==> config.mk <==
export PLATFORM = sky130hd
export DESIGN_NAME = nibble_row_pad_repacker_core
export DESIGN_NICKNAME = d
export VERILOG_FILES = /design/src/hw/rtl/nrpr_pkg.sv /design/src/hw/rtl/nibble_row_pad_repacker_core.sv /design/src/hw/rtl/nrpr_apb_regs.sv /design/src/hw/rtl/nrpr_realign.sv /design/src/hw/rtl/nrpr_result_buf.sv
export SDC_FILE = /design/constraint.sdc
export NUM_CORES = 1
export LEC_CHECK = 0
export ABC_CLOCK_PERIOD_IN_PS = 3800
export BUFFER_PORTS_ARGS = -buffer_cell sky130_fd_sc_hd__buf_2
export CORE_MARGIN = 2
export CORE_UTILIZATION = 50
export CTS_BUF_LIST = sky130_fd_sc_hd__clkbuf_4
export CTS_CLUSTER_SIZE = 20
export DETAILED_ROUTE_END_ITERATION = 7
export PLACE_DENSITY = 0.78
export SYNTH_ARGS = -nofsm -noshare
export SYNTH_HDL_FRONTEND = slang
export SYNTH_SLANG_ARGS = --single-unit
==> constraint.sdc <==
create_clock -name clk -period 3.8 [get_ports clk]
set_clock_uncertainty 0.2 [all_clocks]
set_input_delay 1.14 -clock clk [delete_from_list [all_inputs] [get_ports clk]]
set_output_delay 1.14 -clock clk [all_outputs]
set_load 0.02 [all_outputs]
==> src/hw/rtl/nrpr_pkg.sv <==
`default_nettype none

package nrpr_pkg;

	// Configuration register map, as word indexes.
	localparam int unsigned REG_ROW_WIDTH = 0;
	localparam int unsigned APB_ADDR_W    = 3;
	localparam int unsigned APB_DATA_W    = 32;

	// Row width after reset, in pixels.
	localparam logic [7:0] ROW_WIDTH_RESET = 8'd128;

	// A zero row width counts as 256 pixels, which is 128 bytes per row.
	localparam logic [7:0] ZERO_WIDTH_LAST = 8'd127;

	// Keeps the high pixel of a byte and pads the low one.
	localparam logic [7:0] NIB_HI_MASK = 8'hf0;

	// One display byte with its row marker.
	typedef struct packed {
		logic [7:0] data;
		logic       row_end;
	} nrpr_result_t;

	// All results that one input byte causes: one or two.
	typedef struct packed {
		nrpr_result_t first;
		nrpr_result_t second;
		logic         two;
	} nrpr_pair_t;

endpackage

`default_nettype wire

==> src/hw/rtl/nibble_row_pad_repacker_core.sv <==
// Row realigning repacker for streams of 4-bit gray pixels.
//
// Input channel (in_valid / in_stall): one byte of two pixels per
// transaction, high nibble first, rows packed with no gap. end_of_image
// marks the last byte of a picture and returns the block to an aligned row.
// Output channel (out_valid / out_stall): display bytes with every row
// starting on a byte boundary; row_end marks the last byte of a row and
// last_of_run the final result of one input byte.
// The user writes row_width over the APB port at byte address 0 only
// while idle; the block itself does not enforce it.
// A byte goes through the input register and the result register to its
// first result. One input byte is taken per cycle while the result
// register is free; a byte that gives two results (the end of a shifted
// row with an odd width, or a byte at width one not ending the image)
// holds the result register until both are taken. When the receiver
// stalls, the result register holds its transaction and the input
// register still takes one more byte before in_stall rises. Reset clears
// the row state, empties both registers and sets row_width to 128 pixels.

`default_nettype none

module nibble_row_pad_repacker_core (
	input  wire logic                            clk,
	input  wire logic                            arst_n,
	input  wire logic                            psel,
	input  wire logic                            penable,
	input  wire logic                            pwrite,
	input  wire logic [nrpr_pkg::APB_ADDR_W-1:0] paddr,
	input  wire logic [nrpr_pkg::APB_DATA_W-1:0] pwdata,
	output logic      [nrpr_pkg::APB_DATA_W-1:0] prdata,
	output logic                                 pready,
	input  wire logic                            in_valid,
	output logic                                 in_stall,
	input  wire logic [7:0]                      pixel_pair,
	input  wire logic                            end_of_image,
	output logic                                 out_valid,
	input  wire logic                            out_stall,
	output logic      [7:0]                      out_byte,
	output logic                                 row_end,
	output logic                                 last_of_run
);

	logic                 valid_s1;
	logic [7:0]           pixel_s1;
	logic                 eoi_s1;
	logic [7:0]           row_width;
	logic                 can_load;
	logic                 advance;
	logic                 accept;
	nrpr_pkg::nrpr_pair_t pair;

	nrpr_apb_regs u_regs (
		.clk       (clk),
		.arst_n    (arst_n),
		.psel      (psel),
		.penable   (penable),
		.pwrite    (pwrite),
		.paddr     (paddr),
		.pwdata    (pwdata),
		.prdata    (prdata),
		.pready    (pready),
		.row_width (row_width)
	);

	// Input register handshake.
	assign advance  = valid_s1 & can_load;
	assign in_stall = valid_s1 & ~can_load;
	assign accept   = in_valid & ~in_stall;

	always_ff @(posedge clk or negedge arst_n) begin
		if (!arst_n) begin
			valid_s1 <= 1'b0;
		end else if (accept) begin
			valid_s1 <= 1'b1;
		end else if (advance) begin
			valid_s1 <= 1'b0;
		end
	end

	always_ff @(posedge clk) begin
		if (accept) begin
			pixel_s1 <= pixel_pair;
			eoi_s1   <= end_of_image;
		end
	end

	nrpr_realign u_realign (
		.clk          (clk),
		.arst_n       (arst_n),
		.row_width    (row_width),
		.advance      (advance),
		.pixel_pair   (pixel_s1),
		.end_of_image (eoi_s1),
		.pair         (pair)
	);

	nrpr_result_buf u_result (
		.clk         (clk),
		.arst_n      (arst_n),
		.load        (advance),
		.pair        (pair),
		.can_load    (can_load),
		.out_valid   (out_valid),
		.out_stall   (out_stall),
		.out_byte    (out_byte),
		.row_end     (row_end),
		.last_of_run (last_of_run)
	);

endmodule

`default_nettype wire

==> src/hw/rtl/nrpr_apb_regs.sv <==
`default_nettype none

module nrpr_apb_regs (
	input  wire logic                            clk,
	input  wire logic                            arst_n,
	input  wire logic                            psel,
	input  wire logic                            penable,
	input  wire logic                            pwrite,
	input  wire logic [nrpr_pkg::APB_ADDR_W-1:0] paddr,
	input  wire logic [nrpr_pkg::APB_DATA_W-1:0] pwdata,
	output logic      [nrpr_pkg::APB_DATA_W-1:0] prdata,
	output logic                                 pready,
	output logic      [7:0]                      row_width
);

	logic [7:0] row_width_q;
	logic       sel_row_width;
	logic       wr_en;

	// The register index is the word address; the byte offset is ignored.
	assign sel_row_width = (paddr[nrpr_pkg::APB_ADDR_W-1:2] ==
		nrpr_pkg::REG_ROW_WIDTH[nrpr_pkg::APB_ADDR_W-3:0]);
	assign pready = 1'b1;
	assign wr_en  = psel & penable & pwrite & pready;

	// Row width register.
	always_ff @(posedge clk or negedge arst_n) begin
		if (!arst_n) begin
			row_width_q <= nrpr_pkg::ROW_WIDTH_RESET;
		end else if (wr_en && sel_row_width) begin
			row_width_q <= pwdata[7:0];
		end
	end

	// Read data mux.
	always_comb begin
		prdata = '0;
		if (sel_row_width) begin
			prdata = {{(nrpr_pkg::APB_DATA_W-8){1'b0}}, row_width_q};
		end
	end

	assign row_width = row_width_q;

endmodule

`default_nettype wire

==> src/hw/rtl/nrpr_realign.sv <==
`default_nettype none

module nrpr_realign (
	input  wire logic                 clk,
	input  wire logic                 arst_n,
	input  wire logic [7:0]           row_width,
	input  wire logic                 advance,
	input  wire logic [7:0]           pixel_pair,
	input  wire logic                 end_of_image,
	output nrpr_pkg::nrpr_pair_t      pair
);

	logic [3:0] carry_nibble_q;
	logic [7:0] byte_in_row_q;
	logic       shifted_row_q;
	logic [3:0] carry_nibble_d;
	logic [7:0] byte_in_row_d;
	logic       shifted_row_d;
	logic [6:0] half;
	logic [7:0] last_idx;
	logic       rend;

	assign half = row_width[7:1];

	// Results and next row state for the byte in the input register.
	always_comb begin
		pair           = '0;
		carry_nibble_d = carry_nibble_q;
		byte_in_row_d  = byte_in_row_q;
		shifted_row_d  = shifted_row_q;
		last_idx       = '0;
		rend           = 1'b0;

		if (!row_width[0]) begin
			// Even width: bytes pass through, only the count matters.
			last_idx = (row_width == 8'd0) ? nrpr_pkg::ZERO_WIDTH_LAST :
				({1'b0, half} - 8'd1);
			rend = end_of_image | (byte_in_row_q >= last_idx);
			pair.first.data    = pixel_pair;
			pair.first.row_end = rend;
			byte_in_row_d = rend ? 8'd0 : (byte_in_row_q + 8'd1);
		end else if (half == 7'd0) begin
			// Width one: every byte splits into two single-pixel rows.
			pair.first.data     = pixel_pair & nrpr_pkg::NIB_HI_MASK;
			pair.first.row_end  = 1'b1;
			pair.second.data    = {pixel_pair[3:0], 4'b0000};
			pair.second.row_end = 1'b1;
			pair.two            = ~end_of_image;
			carry_nibble_d = 4'd0;
			byte_in_row_d  = 8'd0;
			shifted_row_d  = 1'b0;
		end else if (!shifted_row_q) begin
			// Aligned row: the last byte leaves its low pixel as carry.
			last_idx = {1'b0, half};
			rend = end_of_image | (byte_in_row_q >= last_idx);
			if (rend) begin
				pair.first.data    = pixel_pair & nrpr_pkg::NIB_HI_MASK;
				pair.first.row_end = 1'b1;
				carry_nibble_d = pixel_pair[3:0];
				byte_in_row_d  = 8'd0;
				shifted_row_d  = 1'b1;
			end else begin
				pair.first.data    = pixel_pair;
				pair.first.row_end = 1'b0;
				byte_in_row_d = byte_in_row_q + 8'd1;
			end
		end else begin
			// Shifted row: carry and pixels move up one nibble.
			last_idx = {1'b0, half} - 8'd1;
			rend = end_of_image | (byte_in_row_q >= last_idx);
			pair.first.data    = {carry_nibble_q, pixel_pair[7:4]};
			pair.first.row_end = 1'b0;
			carry_nibble_d = pixel_pair[3:0];
			if (rend) begin
				pair.second.data    = {pixel_pair[3:0], 4'b0000};
				pair.second.row_end = 1'b1;
				pair.two            = 1'b1;
				carry_nibble_d = 4'd0;
				byte_in_row_d  = 8'd0;
				shifted_row_d  = 1'b0;
			end else begin
				byte_in_row_d = byte_in_row_q + 8'd1;
			end
		end

		// The end of an image returns to an aligned first row.
		if (end_of_image) begin
			carry_nibble_d = 4'd0;
			byte_in_row_d  = 8'd0;
			shifted_row_d  = 1'b0;
		end
	end

	// Row state moves on when the results enter the result buffer.
	always_ff @(posedge clk or negedge arst_n) begin
		if (!arst_n) begin
			carry_nibble_q <= 4'd0;
			byte_in_row_q  <= 8'd0;
			shifted_row_q  <= 1'b0;
		end else if (advance) begin
			carry_nibble_q <= carry_nibble_d;
			byte_in_row_q  <= byte_in_row_d;
			shifted_row_q  <= shifted_row_d;
		end
	end

endmodule

`default_nettype wire

==> src/hw/rtl/nrpr_result_buf.sv <==
`default_nettype none

module nrpr_result_buf (
	input  wire logic                 clk,
	input  wire logic                 arst_n,
	input  wire logic                 load,
	input  wire nrpr_pkg::nrpr_pair_t pair,
	output logic                      can_load,
	output logic                      out_valid,
	input  wire logic                 out_stall,
	output logic      [7:0]           out_byte,
	output logic                      row_end,
	output logic                      last_of_run
);

	nrpr_pkg::nrpr_pair_t pair_s2;
	logic                 valid_s2;
	logic                 second_q;
	logic                 taken;
	logic                 drained;

	assign out_valid   = valid_s2;
	assign out_byte    = second_q ? pair_s2.second.data : pair_s2.first.data;
	assign row_end     = second_q ? pair_s2.second.row_end : pair_s2.first.row_end;
	assign last_of_run = second_q | ~pair_s2.two;

	assign taken    = valid_s2 & ~out_stall;
	assign drained  = taken & last_of_run;
	assign can_load = ~valid_s2 | drained;

	// Result payload.
	always_ff @(posedge clk) begin
		if (load) begin
			pair_s2 <= pair;
		end
	end

	// Valid flag and the pointer to the second result of a pair.
	always_ff @(posedge clk or negedge arst_n) begin
		if (!arst_n) begin
			valid_s2 <= 1'b0;
			second_q <= 1'b0;
		end else if (load) begin
			valid_s2 <= 1'b1;
			second_q <= 1'b0;
		end else if (drained) begin
			valid_s2 <= 1'b0;
			second_q <= 1'b0;
		end else if (taken) begin
			second_q <= 1'b1;
		end
	end

endmodule

`default_nettype wire

======== Word-level counts from Yosys, hierarchy flattened ========
Index checks and enable logic that the tools add are counted.
word-level totals
  memories ................................ 0
  memory bits (read-only) ................. 0
  RAM bits ................................ 0
  input bits .............................. 51
  bits in latches ......................... 0
  output and inout port bits .............. 45
  register bits ........................... 52
  word-level logic and storage cells ...... 88
operators by class
  add/subtract/negate cells ............... 2
  div/mod/pow operators ................... 0
  multipliers ............................. 0
  eq/ne operators ......................... 0
  bitwise logic cells ..................... 21
  $lt $le $gt $ge ......................... 3
  mux-type cells .......................... 36
  reduce and logical (&&, ||, !) cells .... 11
  shift-type cells ........................ 0
operator list
  cell                                                                 number
  8-bit 2-to-1 mux                                                     10
  4-bit 2-to-1 mux                                                     6
  10-bit 2-to-1 mux                                                    2
  19-bit 2-to-1 mux                                                    1
  9-bit 2-to-1 mux                                                     2
  8-bit greater-or-equal comparator                                    2
  1-bit 2-to-1 mux                                                     14
  1-bit NOT                                                            9
  8-bit by 1-bit adder with 8-bit output (second input constant)       1
  8-bit by 7-bit greater-or-equal comparator with 1-bit output         1
  8-bit zero test                                                      1
  7-bit by 1-bit subtractor with 8-bit output (second input constant)  1
  1-bit AND                                                            7
  7-bit zero test                                                      1
  2-bit nonzero test                                                   3
  5-bit 2-to-1 mux                                                     1
  1-bit bitwise OR                                                     5
  4-bit nonzero test                                                   1
  3-bit AND reduction                                                  1
  3-bit nonzero test                                                   1
  3-bit OR reduction                                                   1
  2-bit AND reduction                                                  1
  1-bit logical AND                                                    1

======== Depth between registers and ports, before layout ========
  word-level depth ........................ 9
  depth in mapped cells ................... 11
  depth with buffers taken out ............ 11

======== Cells and area by module ========
Synthesis repeated with hierarchy kept, for this count alone.
unflattened totals
  cells, all modules ...................... 279
  area, all modules ....................... 3318.2 um2
modules (own cells, without submodules)
  module                        sequential area each (um2)  area an instance (um2)  cells an instance  times used
  nrpr_realign                  325.3                       1595.3                  174                1
  nrpr_result_buf               620.6                       808.3                   38                 1
  nrpr_apb_regs                 201.4                       580.6                   52                 1
  nibble_row_pad_repacker_core  295.3                       334.1                   15                 1

======== Worst setup path before layout ========
OpenSTA, ideal clock, no wires.
  path kind ............................... reg2reg
  start point ............................. register u_regs.row_width_q[6], in the netlist u_regs.row_width[6]
  end point ............................... register u_realign.byte_in_row_q[7]
  path slack .............................. 0.732 ns
  path buffers ............................ 0
  setup time .............................. 0.104 ns
  data required time ...................... 3.496 ns
  clock period less this slack ............ 3.068 ns
  arrival ................................. 2.765 ns
  stages on the path, launching flop included .. 12
  cells stage by stage .................... dfrtp_1 > or4_4 > inv_1 > nand2_1 > xnor2_1 > nor2b_1 > ha_1 > and3_1 > a221oi_1 > o31a_1 > o31ai_2 > o311ai_1
between the ends
  longest elaborated chain between the ends .. 8
  elaborated cells on any way between the ends .. 17
  classes of those cells .................. 1 x add/sub; 3 x order compare; 8 x mux; 3 x bitwise; 2 x reduce/logical
ends and longest elaborated chain
  element                                      line                                    source
  start, declared                              nrpr_apb_regs.sv:16                     logic [7:0] row_width_q;
  start signal, assigned                       nrpr_apb_regs.sv:29                     row_width_q <= nrpr_pkg::ROW_WIDTH_RESET;
  start signal, assigned                       nrpr_apb_regs.sv:31                     row_width_q <= pwdata[7:0];
  7-bit by 1-bit subtractor with 8-bit output  nrpr_realign.sv:37, nrpr_realign.sv:69
  8-bit greater-or-equal comparator            nrpr_realign.sv:70                      rend = end_of_image | (byte_in_row_q >= last_idx);
  1-bit bitwise OR                             nrpr_realign.sv:70
  8-bit 2-to-1 mux                             nrpr_realign.sv:74                      if (rend) begin
  8-bit 2-to-1 mux                             nrpr_realign.sv:52                      end else if (!shifted_row_q) begin
  8-bit 2-to-1 mux                             nrpr_realign.sv:42                      end else if (half == 7'd0) begin
  8-bit 2-to-1 mux (*)                         nrpr_realign.sv:34                      if (!row_width[0]) begin
  8-bit 2-to-1 mux (*)                         nrpr_realign.sv:87                      if (end_of_image) begin
  end signal, assigned                         nrpr_realign.sv:102                     byte_in_row_q <= byte_in_row_d;
  end, declared                                nrpr_realign.sv:14                      logic [7:0] byte_in_row_q;
Mark *: on every way between the ends. The rest lies on a longest branch, timed or not.
A chain may end at the register's enable or synchronous reset.

======== Final worst setup path ========
Ends and elaborated chain as after synthesis.

==> results.cfg <==
[clock_network]
clockRootBuffer = sky130_fd_sc_hd__clkbuf_4
max_buffers_root_to_sink = 2
ctsHoldBuffers = 0
clock_sink_count = 48
tritoncts = yes
cts_resized = 0
post-cts-setup-buffer-count = 0
clk_pin_slew_ns = 0.13
numCtsBuffers = 5
h-tree-depth = 2
clock_latency_ns = 0.36

[route]
1st_iter_drt_viols = 138
vias = 2192
drc = 0
avgRoutedWirePerCell_um = 13.5
detail_route.vias_per_cell = 5.23
dr.pass1.iters = 4
sum_of_routed_wire_length_over_all_layers_mm = 5.65
final_antenna_net_count = 0

[synth]
post_synth_edffs = 24
synth-compound-area-share = 0.144
ys_top_cells_by_area = sky130_fd_sc_hd__edfxtp_1 (23%), sky130_fd_sc_hd__dfrtp_1 (19%), sky130_fd_sc_hd__ha_1 (11%)
ys_seq_elements = 48
synth_cells = 298
synth_area_per_cell_um2 = 10.3
synth_area_mm2 = 0.00308
synth_async_sr_flop_share = 0.500
synth_warnings = 0
synth_simple_gate_area_share = 0.150
synth.distinct_cells = 52
seq_area_frac_synth = 0.429
synth-adder-area-share = 0.105
netlist.area_leader.share = 0.234
synthFlopType = sky130_fd_sc_hd__edfxtp_1
post_synth_xor_area_fraction = 0.0227
netlist.top_cell.by_area = sky130_fd_sc_hd__edfxtp_1
proportion_of_synthesized_area_in_mux_cells = 0.0507
main_combinational_cell_family_by_area_after_synthesis = simple AND/OR/NAND/NOR gates

[die]
floorplan.initialDensity = 0.518
placeableCoreArea_mm2 = 0.00596
cell_row_count = 28
floorplan.io_pins = 96
die_height_um = 82.5
floorplan.die_area_mm2 = 0.00681
die_w_um = 82.5

[timing]
finalMaxSlewViolations = 0
smallest_hold_slack_ns = 0.336
final_critical_path_time_including_i_o_delays_and_setup_ns = 3.40
finalSetupViolCount = 0
min_period_over_period = 0.895
timing.setup.tns_ns = 0
finalHoldViolCount = 0
finalWorstSetupSlack_ns = 0.399
rsz0062_at_grt = false
clock.fmax_ghz = 0.294
timing_worst_slew_pin_value_ns = 0.619
slew_headroom = 0.584

[pwr]
seqPwrFrac = 0.423
p_leak_nw = 1.55
internal-power_mw = 1.09
vdd_drop_max_mv = 0.261
comb_power_share = 0.412
total_switching_power_uw = 691
power.density_cell_area_mw_per_mm2 = 531
power.clock.fraction = 0.165
design_power_total_mw = 1.78
switching_share = 0.387

[global_routing]
globalRouteTotalUtil = 0.182
grt_first_pass_wirelength_mm = 9.45
antenna_found_initial = 0
grt_pass1_vias = 2055
grt_max_degree = 33
grt_overflow_total = 0

[layout]
fraction_of_final_layout_cells_with_drive_strength_greater_than_1 = 0.218
num-nets-final = 420
antennaDiodeCount = 0
finalInstanceArea_mm2 = 0.00336
synthToLayoutAreaGrowth_pct = 9.05

[worst_setup_path]
required_ns = 3.87
path_class = flop to flop
worstSetupStartpointType = flop
cp.arrival_ns = 3.47
cp-end-kind = flop
critical_path.max_fanout = 5

[placed_design]
hpwlAfterDp_mm = 4.46
gp_routability_congestion = 0.901
place_area_mm2 = 0.00328
dpl_worst_slack_ns = 0.398
port-buffer-count = 44

[run]
maxcap_violations = 0

[status]
outcome = finished, final reports clean

[hold_path]
worst_hold_path_type = flop to flop
==> layout make-up <==
cell class | count | area (um^2)
clock buffers | 5 | 37.5
clock inverters | 3 | 42.5
fillers | 544 | 2590
inverters | 23 | 86.3
multi-input cells | 220 | 1550
flip-flops and latches | 48 | 1320
well taps | 75 | 93.8
repair buffers | 45 | 228
==> registers in the layout, summed over array words and instances (netlist names) <==
name                      cells
u_realign.byte_in_row_q       8
valid_s1                      1
u_regs.row_width              8
u_result.out_valid            1
pixel_s1                      8
u_realign.shifted_row_q       1
u_result.second_q             1
eoi_s1                        1
u_realign.carry_nibble_q      4
u_result.pair_s2             15
==> path summary, 6_finish.rpt <==
path	start	to	slack [ns]	cells past startpoint
hold / removal	valid_s1	u_result.out_valid	0.34	1
setup / recovery	u_regs.row_width[6]	u_realign.byte_in_row_q[7]	0.40	11
setup reg to reg	u_regs.row_width[6]	u_realign.byte_in_row_q[7]	0.40	11
min in group asynchronous	arst_n	u_realign.byte_in_row_q[1]	0.55	1
max in group asynchronous	arst_n	u_regs.row_width[7]	2.48	1
hold reg to reg	valid_s1	u_result.out_valid	0.34	1
==> power by group through the flow <==
| stage | Clock, mW | Combinational [mW] | Sequential [mW] |
|---|---|---|---|
| global placement | 0 | 0.705 | 0.761 |
| finish | 0.294 | 0.735 | 0.756 |
| detailed placement | 0 | 0.732 | 0.767 |
| CTS | 0.307 | 0.737 | 0.755 |
| global route | 0.323 | 0.836 | 0.770 |
| floorplan | 0 | 0.595 | 0.728 |
==> critical path: stages (launching register included) <==
cell	delay (ns)
sky130_fd_sc_hd__dfrtp_1	0.45
sky130_fd_sc_hd__or4_4	0.61
sky130_fd_sc_hd__inv_1	0.12
sky130_fd_sc_hd__nand2_1	0.09
sky130_fd_sc_hd__nor2_1	0.24
sky130_fd_sc_hd__nor2b_1	0.09
sky130_fd_sc_hd__ha_1	0.31
sky130_fd_sc_hd__and3_1	0.17
sky130_fd_sc_hd__a221oi_1	0.31
sky130_fd_sc_hd__o31a_1	0.34
sky130_fd_sc_hd__o31ai_2	0.13
sky130_fd_sc_hd__o311ai_1	0.28
==> logic make-up (layout without fill, tap and decap cells) <==
| kind of cell | Yosys count | count (layout) |
|---|---|---|
| other | 2 | 25 |
| flip-flops | 48 | 48 |
| multiplexers | 14 | 14 |
| adder cells (fa/ha/maj) | 26 | 26 |
| XOR/XNOR | 8 | 8 |
| AND/OR/NAND/NOR | 86 | 86 |
| AO/OA/AOI/OAI | 61 | 61 |
| buffers and inverters | 53 | 76 |
==> layout by cell type, fill, tap and decap left out, types with 2 or more instances in the layout <==
master	instances
sky130_fd_sc_hd__conb_1	25
sky130_fd_sc_hd__xnor2_1	7
sky130_fd_sc_hd__and3_1	10
sky130_fd_sc_hd__clkbuf_4	5
sky130_fd_sc_hd__inv_1	23
sky130_fd_sc_hd__nand2b_1	7
sky130_fd_sc_hd__edfxtp_1	24
sky130_fd_sc_hd__a22o_1	4
sky130_fd_sc_hd__nor2_1	16
sky130_fd_sc_hd__a21oi_1	11
sky130_fd_sc_hd__mux2_2	13
sky130_fd_sc_hd__nor4_1	2
sky130_fd_sc_hd__nand2_1	16
sky130_fd_sc_hd__nor2b_1	12
sky130_fd_sc_hd__o21ai_0	17
sky130_fd_sc_hd__o211ai_1	4
sky130_fd_sc_hd__ha_1	26
sky130_fd_sc_hd__dfrtp_1	23
sky130_fd_sc_hd__a21o_1	2
sky130_fd_sc_hd__buf_2	44
sky130_fd_sc_hd__o22ai_1	4
sky130_fd_sc_hd__and2_1	6
sky130_fd_sc_hd__nand3_1	6
sky130_fd_sc_hd__nor3_1	5
sky130_fd_sc_hd__o21a_1	2
==> metrics by stage <==
| stage | util | std cells |
|---|---|---|
| 2_1_floorplan | - | 321 |
| 3_3_place_gp | 0.551 | 411 |
| 3_5_place_dp | 0.551 | 411 |
| 4_1_cts | 0.565 | 419 |
| 5_1_grt | 0.565 | 419 |
| 6_report | 0.565 | 419 |
==> per-layer routing <==
layer	part of all wire	track usage
met5	0	0
met4	0.012	0.0607
met3	0.044	0.0359
met2	0.48	0.290
met1	0.46	0.251
==> cell usage after synthesis (2+ instances only) <==
cell type                   n
sky130_fd_sc_hd__a21o_1     2
sky130_fd_sc_hd__a21oi_1   11
sky130_fd_sc_hd__a22o_1     4
sky130_fd_sc_hd__and2_1     6
sky130_fd_sc_hd__and3_1    10
sky130_fd_sc_hd__buf_2      2
sky130_fd_sc_hd__buf_4     25
sky130_fd_sc_hd__clkbuf_1   3
sky130_fd_sc_hd__conb_1     2
sky130_fd_sc_hd__dfrtp_1   23
sky130_fd_sc_hd__edfxtp_1  24
sky130_fd_sc_hd__ha_1      26
sky130_fd_sc_hd__inv_1     23
sky130_fd_sc_hd__mux2_2    13
sky130_fd_sc_hd__nand2_1   16
sky130_fd_sc_hd__nand2b_1   7
sky130_fd_sc_hd__nand3_1    6
sky130_fd_sc_hd__nor2_1    16
sky130_fd_sc_hd__nor2b_1   12
sky130_fd_sc_hd__nor3_1     5
sky130_fd_sc_hd__nor4_1     2
sky130_fd_sc_hd__o211ai_1   4
sky130_fd_sc_hd__o21a_1     2
sky130_fd_sc_hd__o21ai_0   17
sky130_fd_sc_hd__o22ai_1    4
sky130_fd_sc_hd__xnor2_1    7
No activity file was read; power rests on OpenSTA's default activity.
